File: src/mrrim_pkg.sv
// ----------------------------------------------------------------------------
// mrrim_pkg: shared types and constants
// Op codes, the result record and the fixed field widths of the ring index
// manager.
// ----------------------------------------------------------------------------
package mrrim_pkg;

  localparam int SLOT_W = 4;   // width of a slot index
  localparam int CNT_W  = 5;   // width of the slot count register
  localparam int RD_W   = 2;   // width of the reader select field
  localparam int OP_W   = 2;

  typedef enum logic [OP_W-1:0] {
    OP_READ    = 2'd0,
    OP_PREPARE = 2'd1,
    OP_PUBLISH = 2'd2,
    OP_NOP     = 2'd3
  } op_e;

  typedef struct packed {
    logic [SLOT_W-1:0] slot;
    logic              slot_valid;
    logic              notified;
  } res_t;

endpackage

File: src/multi_reader_ring_index_manager_top.sv
// ----------------------------------------------------------------------------
// multi_reader_ring_index_manager_top: ring buffer slot index manager
// One writer and up to NUM_READERS readers share an overwriting ring of
// slot indices.
// ----------------------------------------------------------------------------
// Usage:
//   Input channel (in_valid_i / in_stall_o) carries one op per transfer:
//   op_i = read (reader_i selects the reader), prepare, publish or no-op.
//   Output channel (out_valid_o / out_stall_i) returns exactly one result
//   per op: slot_o, slot_valid_o and notified_o.
//   cfg_we_i writes the slot count (clamped to 1..min(MAX_SLOTS, 16)); write
//   it only while no op is in flight.
// Pipeline and throughput:
//   An op accepted into the input register is executed once the output
//   register can take its result; execution loads the result into the output
//   register, which presents it on the output. One op per cycle is sustained
//   while out_stall_i does not hold a full output register: the input register
//   and the output register each hold one transfer, and the state update for
//   an op is a single pass of compares and increments.
// Reset:
//   rst_ni (async, active low) empties both stages, idles all readers,
//   closes the write slot, sets newest slot and all pointers to 0 and the
//   slot count to its maximum.
// Stalls:
//   While out_stall_i holds a full output register, the queued op waits in
//   the input register and in_stall_o is raised; no result is dropped.
// ----------------------------------------------------------------------------
module multi_reader_ring_index_manager_top
  import mrrim_pkg::*;
#(
  parameter int NUM_READERS = 4,
  parameter int MAX_SLOTS   = 16
) (
  input  logic              clk_i,
  input  logic              rst_ni,
  // configuration
  input  logic              cfg_we_i,
  input  logic [CNT_W-1:0]  cfg_wdata_i,
  // op input
  input  logic              in_valid_i,
  output logic              in_stall_o,
  input  logic [OP_W-1:0]   op_i,
  input  logic [RD_W-1:0]   reader_i,
  // result output
  output logic              out_valid_o,
  input  logic              out_stall_i,
  output logic [SLOT_W-1:0] slot_o,
  output logic              slot_valid_o,
  output logic              notified_o
);

  logic [CNT_W-1:0] slot_count;

  mrrim_cfg #(
    .MAX_SLOTS(MAX_SLOTS)
  ) u_cfg (
    .clk_i       (clk_i),
    .rst_ni      (rst_ni),
    .cfg_we_i    (cfg_we_i),
    .cfg_wdata_i (cfg_wdata_i),
    .slot_count_o(slot_count)
  );

  // Input stage
  logic            s1_valid_q;
  logic [OP_W-1:0] s1_op_q;
  logic [RD_W-1:0] s1_reader_q;

  // Output stage
  logic out_valid_q;
  res_t res_q, res_d;

  logic out_free;   // output register can take a new result this cycle
  logic fire;       // op in the input stage executes this cycle
  logic in_xfer;

  assign out_free   = !out_valid_q || !out_stall_i;
  assign fire       = s1_valid_q && out_free;
  assign in_stall_o = s1_valid_q && !out_free;
  assign in_xfer    = in_valid_i && !in_stall_o;

  always_ff @(posedge clk_i or negedge rst_ni) begin
    if (!rst_ni) begin
      s1_valid_q <= 1'b0;
    end else if (in_xfer) begin
      s1_valid_q <= 1'b1;
    end else if (fire) begin
      s1_valid_q <= 1'b0;
    end
  end

  always_ff @(posedge clk_i) begin
    if (in_xfer) begin
      s1_op_q     <= op_i;
      s1_reader_q <= reader_i;
    end
  end

  mrrim_state #(
    .NUM_READERS(NUM_READERS)
  ) u_state (
    .clk_i       (clk_i),
    .rst_ni      (rst_ni),
    .fire_i      (fire),
    .op_i        (op_e'(s1_op_q)),
    .reader_i    (s1_reader_q),
    .slot_count_i(slot_count),
    .res_o       (res_d)
  );

  always_ff @(posedge clk_i or negedge rst_ni) begin
    if (!rst_ni) begin
      out_valid_q <= 1'b0;
    end else if (out_free) begin
      out_valid_q <= fire;
    end
  end

  always_ff @(posedge clk_i) begin
    if (fire) begin
      res_q <= res_d;
    end
  end

  assign out_valid_o  = out_valid_q;
  assign slot_o       = res_q.slot;
  assign slot_valid_o = res_q.slot_valid;
  assign notified_o   = res_q.notified;

endmodule

File: src/mrrim_cfg.sv
// ----------------------------------------------------------------------------
// mrrim_cfg: slot count register
// Holds the number of ring slots in use, clamped to 1..min(MAX_SLOTS, 16).
// ----------------------------------------------------------------------------
module mrrim_cfg
  import mrrim_pkg::*;
#(
  parameter int MAX_SLOTS = 16
) (
  input  logic             clk_i,
  input  logic             rst_ni,
  input  logic             cfg_we_i,
  input  logic [CNT_W-1:0] cfg_wdata_i,
  output logic [CNT_W-1:0] slot_count_o
);

  localparam int SlotLimitInt = (MAX_SLOTS < 16) ? MAX_SLOTS : 16;
  localparam logic [CNT_W-1:0] SlotLimit = CNT_W'(SlotLimitInt);
  localparam logic [CNT_W-1:0] CountOne  = CNT_W'(1);

  logic [CNT_W-1:0] count_d, count_q;

  always_comb begin
    priority if (cfg_wdata_i == '0) begin
      count_d = CountOne;
    end else if (cfg_wdata_i > SlotLimit) begin
      count_d = SlotLimit;
    end else begin
      count_d = cfg_wdata_i;
    end
  end

  always_ff @(posedge clk_i or negedge rst_ni) begin
    if (!rst_ni) begin
      count_q <= SlotLimit;
    end else if (cfg_we_i) begin
      count_q <= count_d;
    end
  end

  assign slot_count_o = count_q;

endmodule

File: src/mrrim_state.sv
// ----------------------------------------------------------------------------
// mrrim_state: writer and reader pointer state
// Applies one op per cycle, on cycles with fire_i high, to the writer slot,
// newest slot and reader pointers, and forms the result of that op.
// ----------------------------------------------------------------------------
module mrrim_state
  import mrrim_pkg::*;
#(
  parameter int NUM_READERS = 4
) (
  input  logic             clk_i,
  input  logic             rst_ni,
  input  logic             fire_i,       // op in the input stage is executed
  input  op_e              op_i,
  input  logic [RD_W-1:0]  reader_i,
  input  logic [CNT_W-1:0] slot_count_i,
  output res_t             res_o
);

  logic [SLOT_W-1:0] pos_q    [NUM_READERS];
  logic [SLOT_W-1:0] pos_d    [NUM_READERS];
  logic [NUM_READERS-1:0] active_q, active_d;
  logic [SLOT_W-1:0] wpos_q, wpos_d;
  logic              wopen_q, wopen_d;
  logic [SLOT_W-1:0] newest_q, newest_d;

  // Increment with wrap at the slot count; indices past the count wrap too.
  function automatic logic [SLOT_W-1:0] next_slot(input logic [SLOT_W-1:0] idx,
                                                  input logic [CNT_W-1:0]  cnt);
    logic [CNT_W-1:0] n;
    n = {1'b0, idx} + CNT_W'(1);
    return (n >= cnt) ? '0 : n[SLOT_W-1:0];
  endfunction

  logic [SLOT_W-1:0] wnext;

  always_comb begin
    pos_d    = pos_q;
    active_d = active_q;
    wpos_d   = wpos_q;
    wopen_d  = wopen_q;
    newest_d = newest_q;
    res_o    = '0;
    wnext    = next_slot(newest_q, slot_count_i);

    unique case (op_i)
      OP_READ: begin
        for (int i = 0; i < NUM_READERS; i++) begin
          if ((32'(reader_i) == i) && active_q[i]) begin
            res_o.slot       = pos_q[i];
            res_o.slot_valid = 1'b1;
            if (pos_q[i] == newest_q) begin
              active_d[i] = 1'b0;
            end else begin
              pos_d[i] = next_slot(pos_q[i], slot_count_i);
            end
          end
        end
      end
      OP_PREPARE: begin
        res_o.slot_valid = 1'b1;
        if (!wopen_q) begin
          wpos_d     = wnext;
          wopen_d    = 1'b1;
          res_o.slot = wnext;
          // overwrite on overflow: push readers off the slot being opened
          for (int i = 0; i < NUM_READERS; i++) begin
            if (active_q[i] && (pos_q[i] == wnext)) begin
              pos_d[i] = next_slot(wnext, slot_count_i);
            end
          end
        end else begin
          res_o.slot = wpos_q;
        end
      end
      OP_PUBLISH: begin
        if (wopen_q) begin
          wopen_d = 1'b0;
          if ({1'b0, wpos_q} < slot_count_i) begin
            newest_d       = wpos_q;
            res_o.notified = 1'b1;
            for (int i = 0; i < NUM_READERS; i++) begin
              if (!active_q[i]) begin
                active_d[i] = 1'b1;
                pos_d[i]    = wpos_q;
              end
            end
          end
        end
      end
      OP_NOP: begin
      end
      default: begin
      end
    endcase
  end

  always_ff @(posedge clk_i or negedge rst_ni) begin
    if (!rst_ni) begin
      for (int i = 0; i < NUM_READERS; i++) begin
        pos_q[i] <= '0;
      end
      active_q <= '0;
      wpos_q   <= '0;
      wopen_q  <= 1'b0;
      newest_q <= '0;
    end else if (fire_i) begin
      pos_q    <= pos_d;
      active_q <= active_d;
      wpos_q   <= wpos_d;
      wopen_q  <= wopen_d;
      newest_q <= newest_d;
    end
  end

endmodule
File: config.mk
export PLATFORM = sky130hd
export DESIGN_NAME = multi_reader_ring_index_manager_top
export DESIGN_NICKNAME = d
export VERILOG_FILES = /design/src/mrrim_pkg.sv /design/src/multi_reader_ring_index_manager_top.sv /design/src/mrrim_cfg.sv /design/src/mrrim_state.sv
export SDC_FILE = /design/constraint.sdc
export NUM_CORES = 1
export LEC_CHECK = 0
export BUFFER_PORTS_ARGS = -buffer_cell sky130_fd_sc_hd__buf_2
export CORE_MARGIN = 8
export CORE_UTILIZATION = 40
export CTS_CLUSTER_DIAMETER = 60
export CTS_CLUSTER_SIZE = 14
export DETAILED_ROUTE_END_ITERATION = 16
export REMOVE_ABC_BUFFERS = 1
export SLEW_MARGIN = 20
export SYNTH_ARGS = -nofsm -noshare
export SYNTH_HDL_FRONTEND = slang
export SYNTH_SLANG_ARGS = --single-unit
File: constraint.sdc
create_clock -name clk_i -period 4.2 [get_ports clk_i]
set_input_delay 0.21 -clock clk_i [delete_from_list [all_inputs] [get_ports clk_i]]
set_output_delay 0.21 -clock clk_i [all_outputs]
set_load 0.005 [all_outputs]
# Word level (Yosys, flattened, before mapping)
# Cells that the tools add are included.
dict set report word_totals {
  register_bits 46
  input_bits 14
  out_inout_bits 8
  wordCells 153
}
dict set report op_classes {
  n_addsub 6
  n_lt_le_gt_ge 8
  n_eq_ne 36
  muxes 49
  n_reduce_logical 35
}
# operator count
set op_table {}
lappend op_table {{2-to-1 mux 4 bit} 25}
lappend op_table {{2-to-1 mux 16 bit} 3}
lappend op_table {{one-hot mux 16 bit (3 select lines)} 1}
lappend op_table {{AND reduction 9 bit} 4}
lappend op_table {{== test 4 bit} 8}
lappend op_table {{adder 4 x 1 -> 5 bit, second input constant} 6}
lappend op_table {{greater-or-equal comparator 5 bit} 6}
lappend op_table {{2-to-1 mux 5 bit} 6}
lappend op_table {{inequality test 2 x 1 -> 1 bit, second input constant} 14}
lappend op_table {{AND reduction 6 bit} 4}
lappend op_table {{inequality test 2 bit, second input constant} 9}
lappend op_table {{logical AND 1 bit} 11}
lappend op_table {{2-to-1 mux 1 bit} 11}
lappend op_table {{one-hot mux 5 bit (2 select lines)} 1}
lappend op_table {{one-hot mux 4 bit (2 select lines)} 1}
lappend op_table {{== test 2 bit, second input constant} 3}
lappend op_table {{AND reduction 2 bit} 3}
lappend op_table {{nonzero test 2 bit} 3}
lappend op_table {{greater-than comparator 5 bit, second input constant} 1}
lappend op_table {{logical NOT 5 bit} 1}
lappend op_table {{less-than comparator 4 x 5 -> 1 bit} 1}
lappend op_table {{== test 2 x 1 -> 1 bit, second input constant} 2}
lappend op_table {{logical NOT 1 bit} 4}
lappend op_table {{logical NOT 2 bit} 2}
lappend op_table {{other kinds (4)} 4}

# Longest topological paths before layout
dict set report logic_depth {
  ltp_word 9
  ltp_mapped 20
  ltp_nobuf 18
}

# By module
# Synthesis repeated with hierarchy kept, for this count alone.
dict set report unflattened {
  hier_cells 415
  area_unflattened_um2 3841.2
}
# module instances cells_per_inst area_each_um2
set modules_own_cells {}
lappend modules_own_cells {mrrim_state 1 376 3219.3}
lappend modules_own_cells {multi_reader_ring_index_manager_top 1 18 392.9}
lappend modules_own_cells {mrrim_cfg 1 21 229.0}

# Least setup slack after synthesis
# No wires, ideal clock.
dict set report synth_timing {
  path_type {register -> register}
  from {reg u_state.newest_q[0]}
  to {reg u_state.pos_q[7] (netlist bit)}
  arrival_time_ns 3.668
  required_ns 4.055
  path_slack_ns 0.387
  stages_incl_launch_ff 20
  path_buffers 2
  period_less_slack_ns 3.813
  cell_sequence {dfrtp_1 buf_2 nand3_1 xor2_1 inv_1 ha_1 and2_1 buf_2 and2_1 nor3_1 ha_1 xnor2_1 ha_1 nand2_1 o21ai_0 a31oi_1 a41oi_1 a21boi_0 a2bb2oi_1 o221ai_1}
}
dict set report synth_via {
  elab_chain_cells 9
}
# element line_no
set synth_rtl {}
lappend synth_rtl {{start, declared} mrrim_state.sv:25} ;# logic [SLOT_W-1:0] newest_q, newest_d;
lappend synth_rtl {{start signal, assigned} mrrim_state.sv:112} ;# newest_q <= newest_d;
lappend synth_rtl {{adder 4 x 1 -> 5 bit} mrrim_state.sv:31} ;# n = {1'b0, idx} + CNT_W'(1);
lappend synth_rtl {{greater-or-equal comparator 5 bit} mrrim_state.sv:32} ;# return (n >= cnt) ? '0 : n[SLOT_W-1:0];
lappend synth_rtl {{2-to-1 mux 4 bit} mrrim_state.sv:32}
lappend synth_rtl {{adder 4 x 1 -> 5 bit} mrrim_state.sv:31}
lappend synth_rtl {{greater-or-equal comparator 5 bit} mrrim_state.sv:32}
lappend synth_rtl {{2-to-1 mux 4 bit} mrrim_state.sv:32}
lappend synth_rtl {{2-to-1 mux 4 bit} mrrim_state.sv:68} ;# if (active_q[i] && (pos_q[i] == wnext)) begin
lappend synth_rtl {{2-to-1 mux 16 bit} mrrim_state.sv:62} ;# if (!wopen_q) begin
lappend synth_rtl {{one-hot mux 16 bit (3 select lines)} mrrim_state.sv:46} ;# unique case (op_i)
lappend synth_rtl {{end signal, assigned} mrrim_state.sv:108} ;# pos_q <= pos_d;
lappend synth_rtl {{end, declared} mrrim_state.sv:20} ;# logic [SLOT_W-1:0] pos_q [NUM_READERS];
# Several ways; a longest one is shown, not always the timed one. The select of a mux whose other input is x is not followed.
# A chain may end at the register's enable or synchronous reset.

# Final worst setup path
dict set report layout_timing {
  from {reg u_state.newest_q[1]}
  to {reg u_state.pos_q[7] (netlist bit)}
}
# Same word-level chain as after synthesis.

==> impl_metrics.yaml <==
timing:
  max_freq_mhz: 255
  tightest_slew_ns: 0.901
  layout_setup_ws_ns: 0.274
  fin_skew_ns: 0.0110
  setup_tns_ns: 0
  maxSlewViolCount: 0
  rsz0062_at_grt: "false"
  finalCritPeriodShare_pct: 93.5
  fin_crit_ns: 3.93
  setup_violations: 0
  slew-limit-headroom_pct: 39.9
  hold_viol_final: 0
clocking:
  cts_tree: "done"
  cts_buffers: 5
  cts_root_buffer: "clkbuf_8"
  htreeDepth: 2
  cts_hold_buf: 0
  cts.sinks: 46
  clockBufferDepth: 2
  path_clk_slew_ns: 0.10
  clock_latency_ns: 0.31
pwr:
  power_density_mw_per_mm2: 573
  ir_drop_uv: 267
  p_leak_nw: 2.10
cells_and_area:
  drive_gt1_share_pct: 16.2
  final_nets: 532
  regArea_mm2: 0.00120
  final_util_pct: 44.7
  multi_input_area_mm2: 0.00273
  area_growth_pct: 10.0
  diodes: 0
  nFillCells: 1004
worst_setup_path:
  endpoint_kind: "flop"
  cp_cell_sequence: "ha_1 > and3_1 > ha_1 > a211o_1 > a21o_1 > inv_1 > ha_1 > xnor2_2 > ha_1 > a21oi_1 > o21ai_1 > a31oi_2 > a41oi_4 > a21boi_1 > a2bb2oi_1 > o221ai_1"
  required_ns: 4.43
  crit_top_cell: "ha_1"
  slowest_stage: "dfrtp_2"
  crit_type: "flop to flop"
  max_stage_delay_ns: 0.48
  worst_setup_path_start_kind: "flop"
  worstPathArrival_ns: 4.15
  path_max_fanout: 7
global_routing:
  grt_pass1_wl_mm: 18.8
  overflow: 0
  antenna_found_initial: 0
  grt_pass1_vias: 3513
  grt_util_all_layers_pct: 16.8
  grt_max_degree: 37
synth:
  synth_cells: 461
  synth_top_area_cell: "dfrtp_1"
  syn_area_mm2: 0.00412
  synth_area_leaders: "dfrtp_1, ha_1, edfxtp_1"
  synth_common_cells: "ha_1, nand2_1, o21ai_0"
  synth-async-reset-ratio_pct: 78.3
  yosysMostFrequentCell: "ha_1"
  synth_top_area_share_pct: 21.3
  synth_warnings: 0
  yosysUniqueCellTypes: 68
  ys_ff_latch: 46
  ys_seq_area_share_pct: 29.2
  synth-main-ff-cell: "dfrtp_1"
  synth-edff-count: 10
  avgSynthCellArea_um2: 8.93
hold_path:
  min_path_type: "input port to async pin"
detailed_routing:
  vias: 3571
  drtIter0Drc: 286
  antenna_left: 0
  routed_wl_mm: 11.7
  first_pass_iters: 5
  vias_per_cell: 5.83
  wl_per_cell_um: 19.0
  drc: 0
floorplanning:
  design.core.area_mm2: 0.0101
  die_area_mm2: 0.0138
  die_w_um: 117
  fp.dieH_um: 117
  initial_utilization_pct: 40.6
  rows: 37
  io_pins: 22
placement:
  place_hpwl_mm: 8.83
  io_buffer_count: 21
  gp_congestion: 0.930
  pre_cts_ws_ns: -0.0328
outcome:
  status: "complete, no violations"
job:
  maxCapViolCount: 0
report_power, final:
group | total [mW] | internal [mW] | switching [mW]
registers | 0.830 | 0.563 | 0.267
clock network | 0.343 | 0.178 | 0.165
logic | 1.42 | 0.647 | 0.774
sequential cells by signal (all words and copies together), names as in the netlist, 2 cells and up:
signal              count
s1_reader_q             2
u_state.active_q        4
u_state.newest_q        4
u_state.pos_q          16
u_state.wpos_q          4
s1_op_q                 2
u_cfg.slot_count_o      5
slot_o                  4
cell type report:
class / instances / area share, %
clock buffer: 6 / 1.60
clock inverter: 2 / 0.829
inverter: 26 / 2.16
multi-input combinational: 360 / 60.2
sequential: 46 / 26.6
tap: 136 / 3.76
timing repair buffer: 36 / 4.81
critical path, delay by kind of cell, from the launching register on:
kind                       cells  cell delay, ns
AOI/OAI and AO/OA              9            1.89
DFF                            1            0.48
adders and majority gates      4            1.08
xor gates and xnor gates       1            0.15
and+or+nand+nor                1            0.16
buffers and inverters          1            0.09
final timing paths:
path / slack, ns / depth (start not counted) / to / startpoint
max in group asynchronous: 3.57 / 1 / u_state.newest_q[2] / rst_ni
min: 0.02 / 1 / u_state.wopen_q / rst_ni
max reg2reg: 0.27 / 16 / u_state.pos_q[7] / u_state.newest_q[1]
min reg2reg: 0.49 / 1 / out_valid_o / s1_valid_q
max: 0.27 / 16 / u_state.pos_q[7] / u_state.newest_q[1]
min in group clk_i: 0.08 / 1 / s1_op_q[1] / op_i[1]
placed cells by master, fill, tap and decap left out, drive strengths merged, types with 5 or more instances in the layout:
master,n
ha,43
o21ai,39
nand2,38
buf,36
dfrtp,35
inv,26
xor2,25
a21oi,23
nor2,16
nand3,15
nand2b,12
mux2,12
nor4,11
a31oi,11
edfxtp,10
a21o,9
and3,8
nor3,8
nor2b,7
xnor2,7
and2,6
a221oi,6
clkbuf,6
o2111ai,5
nand3b,5
cells by family after synthesis:
logic type / share of synthesized area [%]
muxes: 4.35
buffers and inverters: 5.59
and+or+nand+nor: 17.4
AOI/OAI and AO/OA: 23.4
DFF: 29.2
xor gates and xnor gates: 6.99
adders and majority gates: 13.1
per-stage QoR:
step	std cells	power (mW)	area [um2]	hold WS [ns]
after floorplan	432	1.75	3980	-0.0856
after global placement	604	2.17	4370	0.377
after detailed placement	604	2.21	4370	0.387
after CTS	612	2.56	4490	0.0487
after global routing	612	2.82	4530	0.0541
final	612	2.59	4530	0.0214
timing repair:
action / 4_1_cts / 5_1_grt
endpoints found under the setup margin: 2 / 16
setup buffers: 0 / 0
pin swaps: 0 / 2
hold endpoints to repair: 0 / 0
gates resized for setup: 2 / 8
per-layer routing:
layer,global-route usage [%],vias to the layer above,wire (um)
met5,0,-,0
met4,4.87,0,199
li1,-,1718,-
met1,23.1,1720,5520
met3,3.31,20,762
met2,26.0,113,5170
Note: power is estimated with default switching activity, not from simulation.
